## src/svcv_pkg.sv

```systemverilog
// Shared types and constants for the sliding-window class vote block.
package svcv_pkg;

  localparam int unsigned WindowDepth = 64;
  localparam int unsigned NumClasses  = 8;
  localparam int unsigned ScoreBits   = 16;

  localparam int unsigned SlotW   = $clog2(WindowDepth);
  localparam int unsigned ClassW  = $clog2(NumClasses);
  localparam int unsigned CountW  = SlotW + 1;
  localparam int unsigned CcW     = 4;
  localparam int unsigned PctW    = 7;
  localparam int unsigned SumW    = ScoreBits + SlotW;
  localparam int unsigned StoreAw = SlotW + ClassW;

  localparam logic [1:0] CfgWindowLength  = 2'd0;
  localparam logic [1:0] CfgClassCount    = 2'd1;
  localparam logic [1:0] CfgMinVotePct    = 2'd2;

  localparam logic [CountW-1:0] WindowLengthRst = CountW'(50);
  localparam logic [CcW-1:0]    ClassCountRst   = CcW'(8);
  localparam logic [PctW-1:0]   MinVotePctRst   = PctW'(20);

  typedef struct packed {
    logic                        action;
    logic signed [ScoreBits-1:0] score;
  } in_t;

  typedef struct packed {
    logic [ClassW-1:0] best_class;
    logic              unknown;
    logic [CountW-1:0] top_votes;
    logic [CountW-1:0] window_fill;
  } out_t;

  typedef enum logic [2:0] {
    ST_IDLE, ST_EXEC, ST_DROP_RD, ST_DROP_UPD, ST_TRIM, ST_SCAN, ST_EMIT
  } state_e;

  typedef struct packed {
    logic load;
    logic clear;
    logic write;
    logic drop_upd;
    logic drop_done;
    logic vote;
    logic scan;
    logic emit;
  } cmd_t;

  typedef struct packed {
    logic is_clear;
    logic drop_first;
    logic last_elem;
    logic trim_need;
    logic idx_last;
    logic out_free;
  } status_t;

endpackage

```

## src/svcv_ctrl.sv

```systemverilog
// Controller state machine for the class vote block.
module svcv_ctrl import svcv_pkg::*; (
  input  logic    clk_i,
  input  logic    rst_ni,
  input  logic    in_valid_i,
  output logic    in_stall_o,
  input  status_t status_i,
  output cmd_t    cmd_o
);

  state_e state_q, state_d;
  logic   trim_q, trim_d;

  always_ff @(posedge clk_i or negedge rst_ni) begin
    if (!rst_ni) begin
      state_q <= ST_IDLE;
      trim_q  <= 1'b0;
    end else begin
      state_q <= state_d;
      trim_q  <= trim_d;
    end
  end

  always_comb begin
    state_d    = state_q;
    trim_d     = trim_q;
    cmd_o      = '0;
    in_stall_o = 1'b1;
    unique case (state_q)
      ST_IDLE: begin
        in_stall_o = 1'b0;
        if (in_valid_i) begin
          cmd_o.load = 1'b1;
          state_d    = ST_EXEC;
        end
      end
      ST_EXEC: begin
        if (status_i.is_clear) begin
          cmd_o.clear = 1'b1;
          state_d     = ST_IDLE;
        end else if (status_i.drop_first) begin
          trim_d  = 1'b0;
          state_d = ST_DROP_RD;
        end else begin
          cmd_o.write = 1'b1;
          state_d     = status_i.last_elem ? ST_TRIM : ST_IDLE;
        end
      end
      ST_DROP_RD: state_d = ST_DROP_UPD;
      ST_DROP_UPD: begin
        cmd_o.drop_upd = 1'b1;
        if (status_i.idx_last) begin
          cmd_o.drop_done = 1'b1;
          state_d         = trim_q ? ST_TRIM : ST_EXEC;
        end else begin
          state_d = ST_DROP_RD;
        end
      end
      ST_TRIM: begin
        if (status_i.trim_need) begin
          trim_d  = 1'b1;
          state_d = ST_DROP_RD;
        end else begin
          cmd_o.vote = 1'b1;
          state_d    = ST_SCAN;
        end
      end
      ST_SCAN: begin
        cmd_o.scan = 1'b1;
        if (status_i.idx_last) state_d = ST_EMIT;
      end
      ST_EMIT: begin
        if (status_i.out_free) begin
          cmd_o.emit = 1'b1;
          state_d    = ST_IDLE;
        end
      end
      default: state_d = ST_IDLE;
    endcase
  end

endmodule

```

## config.mk

```make
export PLATFORM = sky130hd
export DESIGN_NAME = svcv_ctrl
export DESIGN_NICKNAME = d
export VERILOG_FILES = /design/src/svcv_pkg.sv /design/src/svcv_ctrl.sv
export SDC_FILE = /design/constraint.sdc
export NUM_CORES = 1
export LEC_CHECK = 0
export BUFFER_PORTS_ARGS = -buffer_cell sky130_fd_sc_hd__buf_4
export CAP_MARGIN = 20
export CORE_AREA = 2 2 39 41
export CTS_BUF_LIST = sky130_fd_sc_hd__clkbuf_4 sky130_fd_sc_hd__clkbuf_8 sky130_fd_sc_hd__clkbuf_16
export DETAILED_ROUTE_END_ITERATION = 10
export DIE_AREA = 0 0 41 43
export PLACE_DENSITY = 0.58
export REMOVE_ABC_BUFFERS = 1
export SYNTH_ARGS = -nofsm -noshare
export SYNTH_HDL_FRONTEND = slang
export SYNTH_SLANG_ARGS = --single-unit
export TNS_END_PERCENT = 10
```

## constraint.sdc

```tcl
create_clock -name clk_i -period 1.69 [get_ports clk_i]
set_clock_uncertainty 0.05 [all_clocks]
set_input_delay 0.2535 -clock clk_i [delete_from_list [all_inputs] [get_ports clk_i]]
set_output_delay 0.2535 -clock clk_i [all_outputs]
set_load 0.01 [all_outputs]
```

# Yosys cells after proc, flatten, opt, wreduce, memory -nomap -nowiden
# Index checks and enable logic that the tools add are counted.
# word_totals
register_bits	4
inputBits	9
output_inout_bits	9
elab_cells	46
# op_classes
eq_ne	12
muxes	28
n_reduce_logical	4
# op_table
cell	n
two-way mux 3 bit	9
case mux 3 bit (7 select lines)	1
two-way mux 1 bit	15
!= test 2 bit (second input constant)	6
equality test 3 bit (second input constant)	3
equality test 3 x 2 -> 1 bit (second input constant)	2
two-way mux 2 bit	2
AND reduction 4 bit	1
equality test 3 x 1 -> 1 bit (second input constant)	1
zero test 3 bit	1
AND reduction 3 bit	1
case mux 1 bit (2 select lines)	1
nonzero test 2 bit	1

# Longest topological paths before layout
# Gate-level depths: netlist of run 1.
# logic_depth
word_depth	4
mapped_depth	5
ltp_nobuf	4

# Worst setup path after synthesis of run 1
# OpenSTA, ideal clock, no wires.
# synth_timing
path_type	flip-flop to output port
startpoint	register state_q[1]
endpoint	output cmd_o[7] (netlist bit)
arrival_time_ns	1.021
t_required_ns	1.387
slack_ns	0.366
path_stages_with_launch	4
path_buffers	1
path_cell_list	dfrtp_1 > buf_6 > or3_4 > nor2_1
# synth_rtl
element	line_no	text
from (decl)	svcv_ctrl.sv:11	state_e state_q, state_d;
from (signal assigned)	svcv_ctrl.sv:19	state_q <= state_d;
to (decl)	svcv_ctrl.sv:8	output cmd_t cmd_o

==> results of run 1 <==
## worst max-delay path, stage by stage, from the launching register on
cell and delay, ps:
dfrtp_2 470, or3_4 400, nor2_1 90, buf_4 120
## where the power goes
group	switching, W	internal [W]
Sequential	0.0000907	0.000144
Combinational	0.000184	0.000257
Clock	0.0000355	0.0000791
Total	0.000310	0.000481
## routing by layer
| layer | share of wire | wire, um | GRT usage | vias up |
|---|---|---|---|---|
| met5 | 0 | 0 | 0 | - |
| met4 | 0 | 0 | 0.0200 | 0 |
| met3 | 0.043 | 38 | 0.0628 | 0 |
| met2 | 0.50 | 446 | 0.175 | 8 |
| met1 | 0.45 | 400 | 0.172 | 177 |
| li1 | - | - | - | 195 |
## placed cells by master (no fill, tap or decap)
cell type / instances
a32oi_1: 1
and2b_2: 1
and2_1: 1
o211ai_1: 1
and4bb_2: 1
nand3b_1: 4
buf_4: 19
o22ai_1: 2
dlygate4sd3_1: 1
nor2_1: 5
nor4b_4: 1
nand2_1: 3
o311a_1: 1
o21ai_0: 2
o22ai_2: 1
and2_4: 1
dfrtp_1: 2
nand2b_1: 1
or3_4: 1
nor2b_1: 1
clkbuf_4: 3
nor3_1: 1
and3b_2: 1
o21ai_2: 1
a21oi_1: 2
inv_1: 4
dfrtp_2: 2
## kinds of logic (layout without fill, tap and decap cells)
group,after synthesis,after routing,synth area share
compound gates,11,11,0.206
simple gates,22,22,0.410
flops,4,4,0.258
buf+inv,7,27,0.126
## timing repair
action / in CTS / in global routing
endpoints found under the setup margin: 1 / 2
pin swaps: 0 / 0
cloned: 0 / 0
resized for setup: 1 / 1
hold endpoints to repair: 4 / 0
setup buffers: 0 / 2
hold buffers: 1 / 0
## synth_stat cells
master / number / area [um^2]
nor2_1: 5 / 18.8
dfrtp_1: 4 / 100
inv_1: 4 / 15.0
nand3b_1: 4 / 30.0
buf_6: 3 / 33.8
nand2_1: 3 / 11.3
a21oi_1: 2 / 10.0
o21ai_0: 2 / 10.0
o22ai_1: 2 / 12.5
a32oi_1: 1 / 8.76
and2_1: 1 / 6.26
and2_4: 1 / 8.76
and2b_2: 1 / 8.76
and3b_2: 1 / 10.0
and4bb_2: 1 / 12.5
nand2b_1: 1 / 6.26
nor2b_1: 1 / 6.26
nor3_1: 1 / 5.00
nor4b_4: 1 / 23.8
o211ai_1: 1 / 7.51
o21ai_2: 1 / 8.76
o22ai_2: 1 / 12.5
o311a_1: 1 / 10.0
or3_4: 1 / 11.3
## per-stage QoR
| step | worst slack (ps) | area [um^2] | cells | hold WS (ps) |
|---|---|---|---|---|
| floorplan | 288 | 354 | 41 | -92.1 |
| global placement | 234 | 502 | 74 | 1.41 |
| detailed placement | 222 | 502 | 74 | 1.44 |
| CTS | 20.0 | 536 | 78 | 184 |
| global route | 14.8 | 552 | 80 | 190 |
| finish | 71.8 | 552 | 80 | 191 |
## path summary, 6_finish.rpt
kind | endpoint | cells past startpoint
setup / recovery | cmd_o[7] | 3
hold / removal | state_q[1] | 2
setup reg to reg | state_q[0] | 3
hold reg to reg | trim_q | 2
max in group asynchronous | state_q[0] | 2
min in group asynchronous | trim_q | 2
## flip-flops by register name (all words and copies together), names as in the netlist
signal and count:
state_q 3, trim_q 1
## final cells by class
| type | instances | area, um^2 |
|---|---|---|
| timing repair buffer | 20 | 153 |
| multi-input combinational | 33 | 239 |
| sequential | 4 | 103 |
| clock buffer | 3 | 22.5 |
| tap | 16 | 20.0 |
| fill | 147 | 832 |
| inverter | 4 | 15.0 |
==> metrics.txt, run 1 <==
fin nets 75; Final Max Slew Viols 0; Initial Utilization 0.280; Area growth, synth to finish 42.3%; layout cells sized above 1 0.500; Cell Pwr Density about 1400 nW/um^2; clk_lat worst skew 230 ps; Antenna diodes 0; # DRC 0; Root Buffer clkbuf_4; Worst R2R Setup Slack 360 ps; Tmin final between 1500 and 2000 ps; CTS tree built; Final period util 0.958; Worst Setup Start Kind flop; CTS buffer count 3; final hold violations 0; reg2reg start state_q[0]; Synth cell types 24; WP data required roughly 1400 ps; H-tree levels 1; final setup TNS 0 ps; vias 380; Chip Height 43 um; utilization after layout 0.399; Crit. End Element output pin; clock sink count 4; Row Count 14; post-synthesis register bit count 4; drt total wl between 800 and 900 um; type of the worst min-delay path in2reg; Final ANT Viol Nets 0; worst-path fanout max 13; setup violators final 0; clk buf depth 2; RSZ-0062 raised after global routing false; Tot Pwr just under 0.0008 W; IO Port Bufs 17; Warnings, synthesis 0; Post-Syn Area per Cell between 8 and 9 um^2; hold path startpoint status_i[0]; Post-Synthesis Cells 44; global placement routability congestion around 0.74; first-pass GRT wire length approximately 1500 um; initial antenna violation count 0; Critical Path AT around 1300 ps; GRT overflow 0; core area about 1400 um^2; drt pass-1 iters 4; full die area 1760 um^2; FMAX between 600 and 700 MHz; Max Cap Viol 0; slew at the pin with the worst max-slew slack between 300 and 400 ps; post-synthesis sequential area ratio 0.258; VDD IR max around 800 uV; leakage power ~0.27 nW; Top Ports 18; Total GRT Usage 0.125; hpwl dp roughly 670 um; area of the mapped netlist 388 um^2; drt via density approximately 4.8; Slew HR 0.776; drt first-iter violations 4; critical path class reg2out; largest net degree at the start of global routing 14; DR WL/cell between 10 and 15 um; die width about 40 um; status completed; Critical path origin state_q[0]; vias in the first global route between 300 and 400; clock transition at the registers of the reported paths ~30 ps
(Power assumes the default switching activity.)
==> run 2, diff against run 1 <==
--- a/config.mk
+++ b/config.mk
@@ -12,7 +12,6 @@
 export DETAILED_ROUTE_END_ITERATION = 10
 export DIE_AREA = 0 0 41 43
 export PLACE_DENSITY = 0.58
-export REMOVE_ABC_BUFFERS = 1
 export SYNTH_ARGS = -nofsm -noshare
 export SYNTH_HDL_FRONTEND = slang
 export SYNTH_SLANG_ARGS = --single-unit
==> metrics.txt, run 2 (same netlist as run 1, synthesis figures left out) <==
H-tree levels 1 (unchanged); drt total wl 888 um (+0.45%); global placement routability congestion 0.759 (+2.1%); Initial Utilization 0.280 (unchanged); largest net degree at the start of global routing 14 (unchanged); Critical Path AT 1330 ps (+20 ps); Final Max Slew Viols 0 (unchanged); Row Count 14 (unchanged); most common cell after layout, fill and taps aside buf_4; Clock power frac 0.150 (+0.005); internal power 0.000474 W (-1.3%); net switching power 0.000316 W (+2.0%); Max Cap Viol 0 (unchanged); # DRC 0 (unchanged); WP data required 1390 ps (about the same); DR WL/cell 11.2 um (+1.7%); Antenna diodes 0 (unchanged); drt pass-1 iters 3 (-1); initial antenna violation count 0 (unchanged); final setup TNS 0 ps (unchanged); Non-Filler Instances 79 (-1.3%); combinational cell fraction of total power 0.532 (-0.026); core area 1380 um^2 (unchanged); Root Buffer clkbuf_4; Tot Pwr 0.000791 W (about the same); Chip Height 43 um (unchanged); GRT overflow 0 (unchanged); RSZ-0062 raised after global routing false; R2R cell count 3 (unchanged); Crit. End Element output pin; Sequential Power Share 0.318 (+0.021); leakage power 0.261 nW (-2.5%); final hold violations 0 (unchanged); GRT met3 Usage 0.0628 (unchanged); Hold WS 188 ps (-3.48 ps); CTS buffer count 3 (unchanged); commonest non-fill, non-tap cells in the layout buf_4 (18), inv_1 (4), nand3b_1 (4), nor2_1 (4); VDD IR max 548 uV (-32%); CTS tree built; Area growth, synth to finish 41.3%; clk buf depth 2 (unchanged); fin nets 74 (-1.3%); clock sink count 4 (unchanged); gr busiest metal met2; largest registers state_q x3, trim_q x1; FMAX 612 MHz (-0.91%); drt via density 4.80 (+1.0%); drt first-iter violations 4 (unchanged); placed cells 74 (unchanged); critical path class reg2out; vias 379 (-0.26%); Slew HR 0.856 (+0.0794); Biggest register state_q; status completed; full die area 1760 um^2 (unchanged); first-pass GRT wire length 1400 um (-5.6%); worst-path fanout max 13 (unchanged); hold depth 2 (unchanged); clock transition at the registers of the reported paths 40 ps (about the same); layout cells sized above 1 0.524 (+0.0238); Top Ports 18 (unchanged); met2 GRT Util 0.166 (-0.00937); type of the worst min-delay path in2reg; Total GRT Usage 0.122 (-0.00302); vias in the first global route 355 (-1.4%); setup violators final 0 (unchanged); Mapped Nets 53; clk_lat worst skew 230 ps (about the same); Final ANT Viol Nets 0 (unchanged); slew at the pin with the worst max-slew slack 216 ps (-119 ps); hpwl dp 639 um (-4.5%); die width 41 um (unchanged); met1 Use GR 0.152 (-0.0194); Worst Setup Start Kind flop; IO Port Bufs 17 (unchanged); Cell Pwr Density 1440 nW/um^2 (+0.65%); Tmin final 1630 ps (+14.9 ps); Final period util 0.966 (+0.00883); sw frac 0.400 (+0.00779); Largest register FFs 3 (unchanged)
[run 2: through the flow]
stage / setup slack [ps] / cell area (um^2) / util
finish: 56.9 / 548 / 0.396
global route: 10.4 / 548 / 0.396
CTS: 15.5 / 536 / 0.387
detailed placement: 220 / 502 / 0.363
global placement: 238 / 502 / 0.363
floorplan: 366 / 388 / -
[run 2: worst paths after layout]
path / start / end / slack [ps]
worst min-delay path: status_i[0] / state_q[1] / 190
worst min register to register: trim_q / trim_q / 490
max in group asynchronous: rst_ni / state_q[2] / 1180
min in group asynchronous: rst_ni / state_q[1] / 300
worst max register to register: state_q[0] / state_q[0] / 340
worst max-delay path: state_q[0] / cmd_o[7] / 60
[run 2: cell type report]
class                           count  area [um^2]
Inverter                            4         15.0
Sequential cell                     4          104
Fill cell                         151          836
Timing Repair Buffer               19          145
Multi-Input combinational cell     33          241
Tap cell                           16         20.0
Clock buffer                        3         22.5
[run 2: critical path, cell delays in order (launching register included)]
cell	delay, ps
dfrtp_2	470
or3_4	430
nor2_2	80
buf_4	120
[run 2: repair_timing]
action	in CTS	in global routing
resized for setup	1	3
hold endpoints to repair	4	0
setup buffers	0	1
endpoints found under the setup margin	1	2
pin swaps	0	1
hold buffers	1	0
[run 2: power groups by stage]
stage | sequential [W] | clock [W] | combinational (W)
floorplan | 0.000170 | 0 | 0.000386
global placement | 0.000240 | 0 | 0.000403
CTS | 0.000243 | 0.000125 | 0.000409
finish | 0.000252 | 0.000119 | 0.000421
global route | 0.000262 | 0.000129 | 0.000464
detailed placement | 0.000243 | 0 | 0.000404
[run 2: metal layers]
metal	routed length [um]	vias up
met2	444	13
met1	395	172
met4	0	0
li1	-	194
met5	0	-
met3	49	0
==> run 3, diff against run 2 <==
--- a/config.mk
+++ b/config.mk
@@ -12,6 +12,7 @@
 export DETAILED_ROUTE_END_ITERATION = 10
 export DIE_AREA = 0 0 41 43
 export PLACE_DENSITY = 0.58
+export RECOVER_POWER = 25
 export SYNTH_ARGS = -nofsm -noshare
 export SYNTH_HDL_FRONTEND = slang
 export SYNTH_SLANG_ARGS = --single-unit
==> metrics.txt, run 3 (same netlist as run 1, synthesis figures left out) <==
R2R cell count 3 (unchanged); Initial Utilization 0.280 (unchanged); Final Max Slew Viols 0 (unchanged); critical path class reg2out; CTS tree built; drt first-iter violations 4 (unchanged); setup violators final 0 (unchanged); clk_lat worst skew 230 ps (about the same); commonest non-fill, non-tap cells in the layout buf_4 (17), inv_1 (4), nand3b_1 (4), nor2_1 (4); core area 1380 um^2 (unchanged); met1 wire length 394 um (-0.25%); most common cell after layout, fill and taps aside buf_4; Critical Path AT 1330 ps (about the same); fin nets 74 (unchanged); Chip Height 43 um (unchanged); Total GRT Usage 0.122 (unchanged); drt total wl 887 um (-0.11%); DR WL/cell 11.2 um (-0.11%); global placement routability congestion 0.759 (unchanged); top sig layer met3; drt pass-1 iters 3 (unchanged); hpwl dp 639 um (unchanged); final setup TNS 0 ps (unchanged); CTS buffer count 3 (unchanged); H-tree levels 1 (unchanged); FMAX 612 MHz (unchanged); die width 41 um (unchanged); largest registers state_q x3, trim_q x1; Row Count 14 (unchanged); # DRC 0 (unchanged); Final ANT Viol Nets 0 (unchanged); drt via density 4.80 (unchanged); Biggest register state_q; largest net degree at the start of global routing 14 (unchanged); worst-path fanout max 13 (unchanged); utilization after layout 0.393 (-0.00271); hold path startpoint status_i[0]; Met2 Wirelength 443 um (-0.23%); Top Ports 18 (unchanged); vias 379 (unchanged); IO Port Bufs 17 (unchanged); clock sink count 4 (unchanged); final hold violations 0 (unchanged); type of the worst min-delay path in2reg; metal3 WL 49 um (unchanged); VDD IR max 548 uV (about the same); first-pass GRT wire length 1400 um (unchanged); full die area 1760 um^2 (unchanged); status completed; clk buf depth 2 (unchanged); WP data required 1390 ps (about the same); Slew HR 0.856 (unchanged); reg2reg start state_q[0]; fillers 151 (unchanged); GRT overflow 0 (unchanged); hold depth 2 (unchanged); Crit. End Element output pin; layout cells sized above 1 0.508 (-0.0159); Max Cap Viol 0 (unchanged); initial antenna violation count 0 (unchanged); slew at the pin with the worst max-slew slack 216 ps (unchanged); Cell Pwr Density 1450 nW/um^2 (+0.55%); Area growth, synth to finish 40.3%; DP Worst Slack 220 ps (unchanged); Mapped Nets 53 (unchanged); leakage power 0.257 nW (-1.4%); Hold EP state_q[1]; min setup slack post-route 56.9 ps (+0.000100 ps); vias in the first global route 355 (unchanged); Worst R2R Setup Slack 340 ps (about the same); Final period util 0.966 (about the same); Root Buffer clkbuf_4; Tmin final 1630 ps (-0.000100 ps); clock transition at the registers of the reported paths 40 ps (about the same); FF-to-FF End state_q[0]; Antenna diodes 0 (unchanged); Worst Setup Start Kind flop; RSZ-0062 raised after global routing false; Largest register FFs 3 (unchanged)
[run 3: cell count changes in the layout (fill, tap and decap cells not counted), sizes merged]
cell and change:
buf -1, clkbuf +1
[run 3: layer usage]
metal,track usage,vias up
li1,-,194
met1,0.152,172
met2,0.166,13
met3,0.0628,0
met4,0.0600,0
met5,0,-
[run 3: through the flow]
step           instances  instance area [um^2]  total power [W]  hold slack, ps
2_1_floorplan         44                   388         0.000556           -92.1
3_3_place_gp          74                   502         0.000644           0.577
3_5_place_dp          74                   502         0.000648           0.557
4_1_cts               78                   536         0.000777             187
5_1_grt               79                   544         0.000855             188
6_report              79                   544         0.000790             188
[run 3: report_power, final]
group | total [W] | internal, W | switching, W
clock network | 0.000119 | 0.0000794 | 0.0000391
registers | 0.000252 | 0.000146 | 0.000105
logic | 0.000419 | 0.000248 | 0.000172
[run 3: final cells by class]
cell class,count,area (um^2),share of cell area
clock buffer,3,22.5,0.0414
tap,16,20.0,0.0368
sequential,4,104,0.191
inverter,4,15.0,0.0276
multi-input combinational,33,241,0.444
timing repair buffer,19,141,0.260
[run 3: repair_timing]
action                                  CTS  global route
gates resized for setup                   1             3
endpoints found under the setup margin    1             2
hold endpoints to repair                  4             0
hold buffers                              1             0
pin swaps                                 0             1
setup buffers                             0             1
[run 3: worst max path at each step]
stage,startpoint,end,slack [ps],cells after the start
final,state_q[0],cmd_o[7],60,3
after floorplan,state_q[1],cmd_o[7],370,3
after global routing,state_q[0],cmd_o[7],10,3
after detailed placement,state_q[2],cmd_o[7],220,3
after global placement,state_q[2],cmd_o[7],240,3
after CTS,state_q[0],cmd_o[7],20,3
[run 3: worst max-delay path: stages, from the launching register on]
cell     delay, ps
dfrtp_2        470
or3_4          430
nor2_2          80
buf_4          120
